==> config.mk <==
export PLATFORM = sky130hd
export DESIGN_NAME = block_map_allocator
export DESIGN_NICKNAME = d
export VERILOG_FILES = /design/src/hdl/bma_pkg.sv /design/src/hdl/bma_ram.sv /design/src/hdl/block_map_allocator.sv
export SDC_FILE = /design/constraint.sdc
export NUM_CORES = 2
export LEC_CHECK = 0
export ABC_CLOCK_PERIOD_IN_PS = 12460
export BUFFER_PORTS_ARGS = -buffer_cell sky130_fd_sc_hd__buf_2
export CAP_MARGIN = 20
export CORE_MARGIN = 5
export CORE_UTILIZATION = 57
export DETAILED_ROUTE_END_ITERATION = 8
export HOLD_SLACK_MARGIN = 0.05
export PLACE_DENSITY = 0.84
export SETUP_SLACK_MARGIN = 0.1
export SYNTH_ARGS = -nofsm -noshare
export SYNTH_HDL_FRONTEND = slang
export SYNTH_HIERARCHICAL = 1
export SYNTH_SLANG_ARGS = --single-unit
==> constraint.sdc <==
create_clock -name i_clk -period 12.46 [get_ports i_clk]
set_input_delay 2.492 -clock i_clk [delete_from_list [all_inputs] [get_ports i_clk]]
set_output_delay 2.492 -clock i_clk [all_outputs]
set_load 0.02 [all_outputs]
==> src/hdl/bma_pkg.sv <==
// ----------------------------------------------------------------------------
// bma_pkg
// Shared defaults and result codes of the block map allocator.
// ----------------------------------------------------------------------------
package bma_pkg;

    localparam int TABLE_ENTRIES_DEF = 256;
    localparam int BLOCK_BYTES_DEF   = 32;

    localparam logic [1:0] ST_OK    = 2'd0;
    localparam logic [1:0] ST_NOFIT = 2'd1;
    localparam logic [1:0] ST_ZERO  = 2'd2;
    localparam logic [1:0] ST_RANGE = 2'd3;

    localparam int PCT_W  = 7;
    localparam int OFFS_W = 16;

endpackage

==> src/hdl/bma_ram.sv <==
// ----------------------------------------------------------------------------
// bma_ram
// Generic simple dual-port RAM, one write and one registered read port.
// ----------------------------------------------------------------------------
module bma_ram #(
    parameter int WIDTH = 9,
    parameter int DEPTH = bma_pkg::TABLE_ENTRIES_DEF
) (
    input  logic                     i_clk,
    input  logic                     i_we,
    input  logic [$clog2(DEPTH)-1:0] i_waddr,
    input  logic [WIDTH-1:0]         i_wdata,
    input  logic                     i_re,
    input  logic [$clog2(DEPTH)-1:0] i_raddr,
    output logic [WIDTH-1:0]         o_rdata
);

    logic [WIDTH-1:0] r_mem [DEPTH];
    logic [WIDTH-1:0] r_rdata;

    always_ff @(posedge i_clk) begin
        if (i_we) begin
            r_mem[i_waddr] <= i_wdata;
        end
        if (i_re) begin
            r_rdata <= r_mem[i_raddr];
        end
    end

    assign o_rdata = r_rdata;

endmodule

==> src/hdl/block_map_allocator.sv <==
// ----------------------------------------------------------------------------
// block_map_allocator
// Fixed-block allocator over a RAM map of per-block run lengths.
// ----------------------------------------------------------------------------
// channel  dir  tdata                                   tuser
// s_axis   in   [15:0] size_bytes [31:16] release_offset mode
// m_axis   out  [1:0] status [17:2] granted_offset       -
//               [24:18] used_percent
//
// One transaction at a time. Allocate scans the map downward from its top entry,
// then marks the run it found; free clears the run from the released block.
// Zero-size, out-of-range and oversize requests do not touch the map.
// Scans, marks and clears use the map RAM port one entry per cycle; the next
// transaction can be taken in the cycle after the result is loaded.
// After reset a clearing pass over all map entries holds s_axis_tready low.
// A finished result waits in the output register; the result after it waits
// in its last state until m_axis_tready frees the register.
// ----------------------------------------------------------------------------
module block_map_allocator #(
    parameter int TABLE_ENTRIES = bma_pkg::TABLE_ENTRIES_DEF,
    parameter int BLOCK_BYTES   = bma_pkg::BLOCK_BYTES_DEF
) (
    input  logic        i_clk,
    input  logic        i_rst_n,
    input  logic        s_axis_tvalid,
    output logic        s_axis_tready,
    input  logic [31:0] s_axis_tdata,   // [15:0] size_bytes, [31:16] release_offset
    input  logic        s_axis_tuser,   // [0] mode
    output logic        m_axis_tvalid,
    input  logic        m_axis_tready,
    output logic [31:0] m_axis_tdata    // [1:0] status, [17:2] granted_offset,
                                        // [24:18] used_percent
);

    localparam int AW   = $clog2(TABLE_ENTRIES);
    localparam int MW   = $clog2(TABLE_ENTRIES + 1);
    localparam int PW   = $clog2(TABLE_ENTRIES * 100 + 1);
    localparam int DW   = (PW > 17) ? PW : 17;
    localparam int QW   = 17;
    localparam int BSH  = QW + $clog2(BLOCK_BYTES);
    localparam longint BMUL = ((longint'(1) << BSH) + longint'(BLOCK_BYTES - 1))
                              / longint'(BLOCK_BYTES);
    localparam int BPW  = QW + QW + 2;
    localparam int TSH  = PW + $clog2(TABLE_ENTRIES);
    localparam longint TMUL = ((longint'(1) << TSH) + longint'(TABLE_ENTRIES - 1))
                              / longint'(TABLE_ENTRIES);
    localparam int TPW  = PW + PW + 2;
    localparam int BW   = $clog2(BLOCK_BYTES + 1);
    localparam int GW   = AW + BW;
    localparam int GPW  = (GW > 16) ? GW : 16;
    localparam logic [31:0] POOL_BYTES = 32'(TABLE_ENTRIES * BLOCK_BYTES);
    localparam logic [AW-1:0] LAST_IDX = AW'(TABLE_ENTRIES - 1);

    localparam logic [3:0] S_CLEAR = 4'd0;
    localparam logic [3:0] S_IDLE  = 4'd1;
    localparam logic [3:0] S_DIV   = 4'd2;
    localparam logic [3:0] S_DISP  = 4'd3;
    localparam logic [3:0] S_SCAN  = 4'd4;
    localparam logic [3:0] S_MARK  = 4'd5;
    localparam logic [3:0] S_FREE  = 4'd6;
    localparam logic [3:0] S_PCTL  = 4'd7;
    localparam logic [3:0] S_PCT   = 4'd8;
    localparam logic [3:0] S_FIN   = 4'd9;

    logic [3:0]    r_state;
    logic          r_mode;
    logic [DW-1:0] r_quo;
    logic [MW-1:0] r_need;
    logic [MW-1:0] r_run;
    logic [MW-1:0] r_left;
    logic [MW-1:0] r_used;
    logic [AW-1:0] r_raddr;
    logic [AW-1:0] r_daddr;
    logic [AW-1:0] r_waddr;
    logic          r_issue;
    logic          r_rd_vld;
    logic          r_first;
    logic [1:0]    r_status;
    logic [15:0]   r_grant;
    logic          r_ovalid;
    logic [31:0]   r_odata;

    logic [15:0]   w_size;
    logic [15:0]   w_offs;
    logic [BPW-1:0] w_bprod;
    logic [TPW-1:0] w_tprod;
    logic [PW-1:0] w_pct_prod;
    logic [GPW-1:0] w_gprod;
    logic [MW-1:0] w_rdata;
    logic [MW-1:0] n_run;
    logic [MW-1:0] w_eff;
    logic [MW-1:0] n_left;
    logic          w_we;
    logic [AW-1:0] w_waddr;
    logic [MW-1:0] w_wdata;
    logic          w_re;
    logic          w_out_free;

    assign w_size = s_axis_tdata[15:0];
    assign w_offs = s_axis_tdata[31:16];

    // reciprocal multiplication by constants, exact over the dividend range
    assign w_bprod = BPW'(r_quo[QW-1:0]) * BPW'(BMUL);
    assign w_tprod = TPW'(r_quo[PW-1:0]) * TPW'(TMUL);

    assign w_pct_prod = PW'(r_used) * PW'(7'd100);
    assign w_gprod    = GPW'(r_daddr) * GPW'(BLOCK_BYTES);

    assign n_run  = (w_rdata == '0) ? r_run + MW'(1) : '0;
    assign w_eff  = r_first ? w_rdata : r_left;
    assign n_left = w_eff - MW'(1);

    assign w_out_free = !r_ovalid || m_axis_tready;

    always_comb begin
        w_we    = 1'b0;
        w_waddr = r_waddr;
        w_wdata = '0;
        unique case (r_state)
            S_CLEAR: begin
                w_we = 1'b1;
            end
            S_MARK: begin
                w_we    = 1'b1;
                w_wdata = r_need;
            end
            S_FREE: begin
                w_we    = r_rd_vld && (w_eff != '0);
                w_waddr = r_daddr;
            end
            default: begin
                w_we = 1'b0;
            end
        endcase
    end

    assign w_re = ((r_state == S_SCAN) || (r_state == S_FREE)) && r_issue;

    bma_ram #(
        .WIDTH (MW),
        .DEPTH (TABLE_ENTRIES)
    ) u_map (
        .i_clk   (i_clk),
        .i_we    (w_we),
        .i_waddr (w_waddr),
        .i_wdata (w_wdata),
        .i_re    (w_re),
        .i_raddr (r_raddr),
        .o_rdata (w_rdata)
    );

    always_ff @(posedge i_clk) begin
        if (!i_rst_n) begin
            r_state  <= S_CLEAR;
            r_waddr  <= '0;
            r_used   <= '0;
            r_ovalid <= 1'b0;
            r_issue  <= 1'b0;
            r_rd_vld <= 1'b0;
        end else begin
            if (m_axis_tready && (r_state != S_FIN)) begin
                r_ovalid <= 1'b0;
            end
            unique case (r_state)
                S_CLEAR: begin
                    r_waddr <= r_waddr + AW'(1);
                    if (r_waddr == LAST_IDX) begin
                        r_state <= S_IDLE;
                    end
                end
                S_IDLE: begin
                    if (s_axis_tvalid) begin
                        r_mode  <= s_axis_tuser;
                        r_grant <= '0;
                        priority if (!s_axis_tuser && w_size == '0) begin
                            r_status <= bma_pkg::ST_ZERO;
                            r_state  <= S_PCTL;
                        end else if (s_axis_tuser && 32'(w_offs) >= POOL_BYTES) begin
                            r_status <= bma_pkg::ST_RANGE;
                            r_state  <= S_PCTL;
                        end else if (s_axis_tuser) begin
                            r_status <= bma_pkg::ST_OK;
                            r_quo    <= DW'(w_offs);
                            r_state  <= S_DIV;
                        end else begin
                            r_status <= bma_pkg::ST_OK;
                            r_quo    <= DW'(w_size) + DW'(BLOCK_BYTES - 1);
                            r_state  <= S_DIV;
                        end
                    end
                end
                S_DIV: begin
                    r_quo   <= DW'(w_bprod >> BSH);
                    r_state <= S_DISP;
                end
                S_DISP: begin
                    r_issue  <= 1'b1;
                    r_rd_vld <= 1'b0;
                    r_first  <= 1'b1;
                    r_run    <= '0;
                    if (r_mode) begin
                        r_raddr <= r_quo[AW-1:0];
                        r_state <= S_FREE;
                    end else if (r_quo > DW'(TABLE_ENTRIES)) begin
                        r_status <= bma_pkg::ST_NOFIT;
                        r_state  <= S_PCTL;
                    end else begin
                        r_need  <= r_quo[MW-1:0];
                        r_raddr <= LAST_IDX;
                        r_state <= S_SCAN;
                    end
                end
                S_SCAN: begin
                    if (r_issue) begin
                        r_daddr  <= r_raddr;
                        r_rd_vld <= 1'b1;
                        r_raddr  <= r_raddr - AW'(1);
                        if (r_raddr == '0) begin
                            r_issue <= 1'b0;
                        end
                    end
                    if (r_rd_vld) begin
                        r_run <= n_run;
                        if (n_run == r_need) begin
                            r_grant <= w_gprod[15:0];
                            r_waddr <= r_daddr;
                            r_left  <= r_need;
                            r_used  <= r_used + r_need;
                            r_state <= S_MARK;
                        end else if (r_daddr == '0) begin
                            r_status <= bma_pkg::ST_NOFIT;
                            r_state  <= S_PCTL;
                        end
                    end
                end
                S_MARK: begin
                    r_waddr <= r_waddr + AW'(1);
                    r_left  <= r_left - MW'(1);
                    if (r_left == MW'(1)) begin
                        r_state <= S_PCTL;
                    end
                end
                S_FREE: begin
                    if (r_issue) begin
                        r_daddr  <= r_raddr;
                        r_rd_vld <= 1'b1;
                        r_raddr  <= r_raddr + AW'(1);
                        if (r_raddr == LAST_IDX) begin
                            r_issue <= 1'b0;
                        end
                    end
                    if (r_rd_vld) begin
                        r_first <= 1'b0;
                        r_left  <= n_left;
                        if (w_eff == '0) begin
                            r_state <= S_PCTL;
                        end else begin
                            if (w_rdata != '0) begin
                                r_used <= r_used - MW'(1);
                            end
                            if (n_left == '0 || r_daddr == LAST_IDX) begin
                                r_state <= S_PCTL;
                            end
                        end
                    end
                end
                S_PCTL: begin
                    r_issue <= 1'b0;
                    r_quo   <= DW'(w_pct_prod);
                    r_state <= S_PCT;
                end
                S_PCT: begin
                    r_quo   <= DW'(w_tprod >> TSH);
                    r_state <= S_FIN;
                end
                S_FIN: begin
                    if (w_out_free) begin
                        r_ovalid <= 1'b1;
                        r_odata  <= {7'd0, r_quo[bma_pkg::PCT_W-1:0], r_grant, r_status};
                        r_state  <= S_IDLE;
                    end
                end
                default: begin
                    r_state <= S_IDLE;
                end
            endcase
        end
    end

    assign s_axis_tready = (r_state == S_IDLE);
    assign m_axis_tvalid = r_ovalid;
    assign m_axis_tdata  = r_odata;

    a_clear_blocks_input: assert property (@(posedge i_clk) disable iff (!i_rst_n)
        (r_state == S_CLEAR) |-> !s_axis_tready)
        else $error("input taken during map clearing pass");

    a_used_bounded: assert property (@(posedge i_clk) disable iff (!i_rst_n)
        r_used <= MW'(TABLE_ENTRIES))
        else $error("used block count beyond table size");

    a_mark_in_table: assert property (@(posedge i_clk) disable iff (!i_rst_n)
        (r_state == S_MARK) |-> (32'(r_waddr) + 32'(r_left) <= 32'(TABLE_ENTRIES)))
        else $error("run marking runs past table end");

    a_pct_range: assert property (@(posedge i_clk) disable iff (!i_rst_n)
        m_axis_tvalid |-> (m_axis_tdata[24:18] <= 7'd100))
        else $error("used percentage above 100");

    a_accept_leaves_idle: assert property (@(posedge i_clk) disable iff (!i_rst_n)
        (s_axis_tvalid && s_axis_tready) |=> (r_state != S_IDLE))
        else $error("accepted transaction not started");

endmodule

Yosys cells after proc, flatten, opt, wreduce, memory -nomap -nowiden --
Memories as Yosys holds them, arrays and structs flattened. A register that Yosys moved wholly into a read port is not among the register bits. Cells that the tools add are included.
Word-level totals: register bits after elaboration 129, bits in writable memories 2304, input bits 37, output and inout port bits 34, logic and storage cells 187, memories kept 1
Memory list:
- u_map.r_mem | words 256, bits a word 9, rd ports 1, clocked after memory_dff 1, wr ports 1, RTL line bma_ram.sv:18 | logic [WIDTH-1:0] r_mem [DEPTH];
Cells by class: add/sub/neg operators 9, multipliers 1, order comparisons 2, equal/unequal tests 36, multiplexer cells 72, bitwise operators 2, reduce and logical (&&, ||, !) cells 47
Operator list (number):
- two-way mux 9 bit | 12
- two-way mux 17 bit | 4
- one-hot mux 17 bit (4 select lines) | 1
- two-way mux 8 bit | 7
- two-way mux 16 bit | 3
- two-way mux 4 bit | 10
- one-hot mux 4 bit (10 select lines) | 1
- one-hot mux 9 bit (2 select lines) | 2
- one-hot mux 16 bit (2 select lines) | 1
- inequality test 2 bit, second input constant | 14
- logical NOT 9 bit | 3
- one-hot mux 9 bit (3 select lines) | 1
- subtractor 9 x 1 -> 9 bit, second input constant | 3
- equality test 8 bit, second input constant | 3
- one-hot mux 8 bit (3 select lines) | 1
- two-way mux 2 bit | 10
- AND reduction 5 bit | 4
- AND reduction 3 bit | 6
- nonzero test 9 bit | 2
- adder 16 x 5 -> 17 bit, second input constant | 1
- greater-than comparator 17 x 9 -> 1 bit, second input constant | 1
- adder 8 x 1 -> 8 bit, second input constant | 2
- equality test 4 x 3 -> 1 bit, second input constant | 4
- >= comparator 16 x 14 -> 1 bit, second input constant | 1
- 34 further kinds | 72

Logic depth before layout (Yosys ltp) --
word-level depth 8, mapped depth 15, mapped depth without buffers 13

Cells and area by module --
The synthesis kept the hierarchy.
By module, submodules not included:
- bma_ram | times used 1, cells each 4237, area each 89368.2 µm², seq. area each 69456.6 µm²
- block_map_allocator | times used 1, cells each 896, area each 8151.6 µm², seq. area each 3153.0 µm²

Worst setup path after synthesis --
Ideal clock, no wire load.
kind reg2reg, start point reg r_state[3], end point mem u_map.r_mem[0][0], data pin, setup time 2.095 ns, arrival 10.526 ns, data required time 10.365 ns, setup slack -0.161 ns, stages on the path, launching flop included 5, buffers on the path 2, period minus slack after synthesis 12.621 ns, cell sequence dfxtp_1 > nand2b_1 > clkbuf_1 > clkbuf_1 > nor3_1
On the way: word-level cells in the longest chain between the ends 2
Ends and longest elaborated chain:
- from (decl) | RTL line block_map_allocator.sv:65 | logic [3:0] r_state;
- from (signal assigned) | RTL line block_map_allocator.sv:154 | r_state <= S_CLEAR;
- from (signal assigned) | RTL line block_map_allocator.sv:168 | r_state <= S_IDLE;
- from (signal assigned) | RTL line block_map_allocator.sv:177 | r_state <= S_PCTL;
- equality test 4 x 3 -> 1 bit | RTL line block_map_allocator.sv:119 | unique case (r_state)
- two-way mux 9 bit | RTL line block_map_allocator.sv:119
- via w_wdata[0] | RTL line block_map_allocator.sv:95 | logic [MW-1:0] w_wdata;
- to (decl) | RTL line bma_ram.sv:18
The timed path passes the listed nets, and every way through them passes these cells.

==> results.toml <==
[critical_path]
crit_required_ps = 13020
endpoint = "u_map/o_rdata[8]"
cp_cell_sequence = "buf_4, buf_12, buf_12, nand3b_1, o22ai_1, nor3_1, a21oi_1, nor4_1, nor4_1"
endpoint_kind = "flop"
reg2reg_to = "u_map/o_rdata[8]"
cp_num_buf_inv = 3
crit_path_start = "r_raddr[1]"
worstSetupStartpointType = "flop"
crit_path_max_incr_delay_ps = 1050
reg2reg_slack_ps = 6930
rr_worst_depth = 9
path_depth = 9
path_max_fanout = 158
arrival_ps = 6090
crit_type = "reg2reg"
critPathSlowestCell = "nor4_1"
path_delay_family = "simple AND/OR/NAND/NOR gates"
r2r_start = "r_raddr[1]"

[sta]
max_freq_mhz = 181
fin_ws_ps = 6930
rsz0062_at_grt = "false"
worstMarginPinSlew_ps = 1220
final.min_clock_period_ps = 5530
period_share_pct = 44.4
finalSetupViolCount = 0
fin_skew_ps = 62.4
slew_headroom_pct = 17.9
hold_viol = 0
finalMaxSlewViolations = 0

[grt]
grt_pass1_vias = 53735
grt_pass1_wl_um = 375000
antenna_found_initial = 8
grt_start_max_net_pins = 211
grt-ovfl-total = 0
grt_use_total_pct = 28.5

[floorplan]
die_y_um = 424
start_util_pct = 57.4
rows = 151
core_area_um2 = 170000
io_pins = 71
die_area_um2 = 179000
dieWidth_um = 424

[clock_tree]
cts_buffers = 223
clk_pin_slew_ps = 60
cts_hold_buf = 0
htreeDepth = 4
clkLatencyLatePin_ps = 880
cts_tree = "yes"
postCtsSetupBuffers = 0
cts_sinks = 2426
clockBufferDepth = 3
cts_root_buf = "clkbuf_16"
post_cts_resized = 0

[synthesis]
synth.yosys.seq_area_share_pct = 74.5
yosysTopAreaCell = "edfxtp_1"
synth_area_um2 = 97500
synth_area_leaders = "edfxtp_1 74%, mux4_2 11%, mux2i_1 2.0%, a22oi_1 1.5%, nor2_1 1.5%"
async_reset_ff_share_pct = 0
ys_ff_latch = 2426
synth_top_area_share_pct = 74.0
netlist_top_cells_count = "2402 x edfxtp_1, 467 x mux4_2, 379 x nor2_1, 191 x a22oi_1, 191 x mux2i_1"
yosys_warnings = 6
netlist_instances = 5133
avgSynthCellArea_um2 = 19.0
ys_dominant_reg_cell = "edfxtp_1"
synth_most_common_cell = "edfxtp_1"
yosysUniqueCellTypes = 81
synth-edff-count = 2402

[power_and_ir_drop]
power.sequential.fraction_pct = 52.2
leakage_nw = 30.0
p_comb_share_pct = 7.6
irDropWorstVdd_uv = 159
switching_share_pct = 23.8
finalPower_mw = 17.6
switching_power_mw = 4.19
intPower_mw = 13.4
clkPwrFrac_pct = 40.2
p_per_area_nw_per_um2 = 164

[layout]
drive_gt1_share_pct = 19.1
postLayoutCellArea_um2 = 107000
syn2layout_area_growth_pct = 10.2
fillers = 10424
nets = 5301

[place]
placed_area_um2 = 99700
gp_congestion = 0.930
dpl.hpwl_um = 143000
dp_slack_ps = 7070
portBuffers = 55

[route]
drcViolationCount = 176
routedWlPerCell_um = 34.6
first_iter_violations = 9434
first_pass_iters = 9
via_count = 54990
routed_wl_um = 264000
via_per_inst = 7.21
ant_nets = 0

[status]
status = "finished, violations left"
violations = "DRC"

[hold_path]
hold_depth = 0
hp-class = "reg2reg"

[run]
drv_cap = 0
-- sequential cells by signal (all words and copies together) (netlist names) --
name and count:
r_daddr 8, r_left 9, r_first 1, m_axis_tdata 17, r_raddr 8, r_mode 1, r_rd_vld 1, r_status 2
m_axis_tvalid 1, r_used 9, r_quo 17, r_grant 8, r_issue 1, r_state 4, u_map/r_mem 2304, r_run 9
u_map/o_rdata 9, r_need 9, r_waddr 8
-- routing by layer --
| metal | part of all wire (%) | vias up | track usage [%] |
|---|---|---|---|
| met5 | 0.035 | - | 0 |
| met4 | 6.6 | 12 | 13.8 |
| met3 | 14 | 1101 | 7.99 |
| met2 | 47 | 5121 | 44.8 |
| met1 | 33 | 27565 | 37.3 |
| li1 | - | 21191 | - |
-- cell usage in the layout, fill, tap and decap left out, types with 47 or more instances in the layout --
cell type and count:
a21oi_1 167, a22oi_1 191, buf_2 57, buf_4 83, clkbuf_16 227, clkinv_1 49
clkinv_2 47, edfxtp_1 2402, ha_1 53, mux2i_1 191, mux4_2 467, nand2_1 116
nand3_1 51, nor2_1 377, nor3_1 53, o21ai_0 80, o22ai_1 74
-- cell type report --
type / count / area, um^2 / area share [%]
Antenna cell: 7 / 17.5 / 0.0163
Clock buffer: 270 / 5870 / 5.47
Clock inverter: 150 / 1670 / 1.55
Inverter: 39 / 146 / 0.136
Multi-Input combinational cell: 2358 / 23100 / 21.5
Sequential cell: 2426 / 72600 / 67.6
Tap cell: 2218 / 2780 / 2.58
Timing Repair Buffer: 157 / 1260 / 1.17
-- cells by family (layout without fill, tap and decap cells) --
kind of cell             Yosys count  in the layout  synth area share [%]
AO/OA/AOI/OAI                    703            703                  4.79
XOR/XNOR                          61             61                 0.548
adder cells (fa/ha/maj)           59             59                 0.803
buffers and inverters            363            616                  2.07
flip-flops                      2426           2426                  74.5
multiplexers                     697            697                  13.3
other                              1             22               0.00385
AND/OR/NAND/NOR                  823            823                  3.99
-- stage by stage --
stage	TNS, ps	instances	hold WS [ps]	utilization (%)
after floorplan	-82500	5147	400	-
after global placement	0	7185	407	58.7
after detailed placement	0	7186	405	58.7
after CTS	0	7606	420	63.1
after global routing	0	7618	422	63.2
final	0	7625	418	63.2
-- power groups by stage --
stage	registers [mW]	clock network, mW	logic (mW)
after floorplan	9.32	0	0.776
after global placement	9.32	0	1.20
after detailed placement	9.34	0	1.23
after CTS	9.17	7.10	1.26
after global routing	9.18	7.50	1.36
final	9.18	7.08	1.34
-- how the worst min path moves through the flow --
| stage | start | to |
|---|---|---|
| after floorplan | r_status[0] | m_axis_tdata[0] |
| after CTS | r_grant[8] | m_axis_tdata[10] |
| after global placement | r_status[0] | m_axis_tdata[0] |
| after global routing | r_grant[8] | m_axis_tdata[10] |
| final | r_grant[8] | m_axis_tdata[10] |
| after detailed placement | r_grant[8] | m_axis_tdata[10] |
No activity file was read; power rests on OpenSTA's default activity.
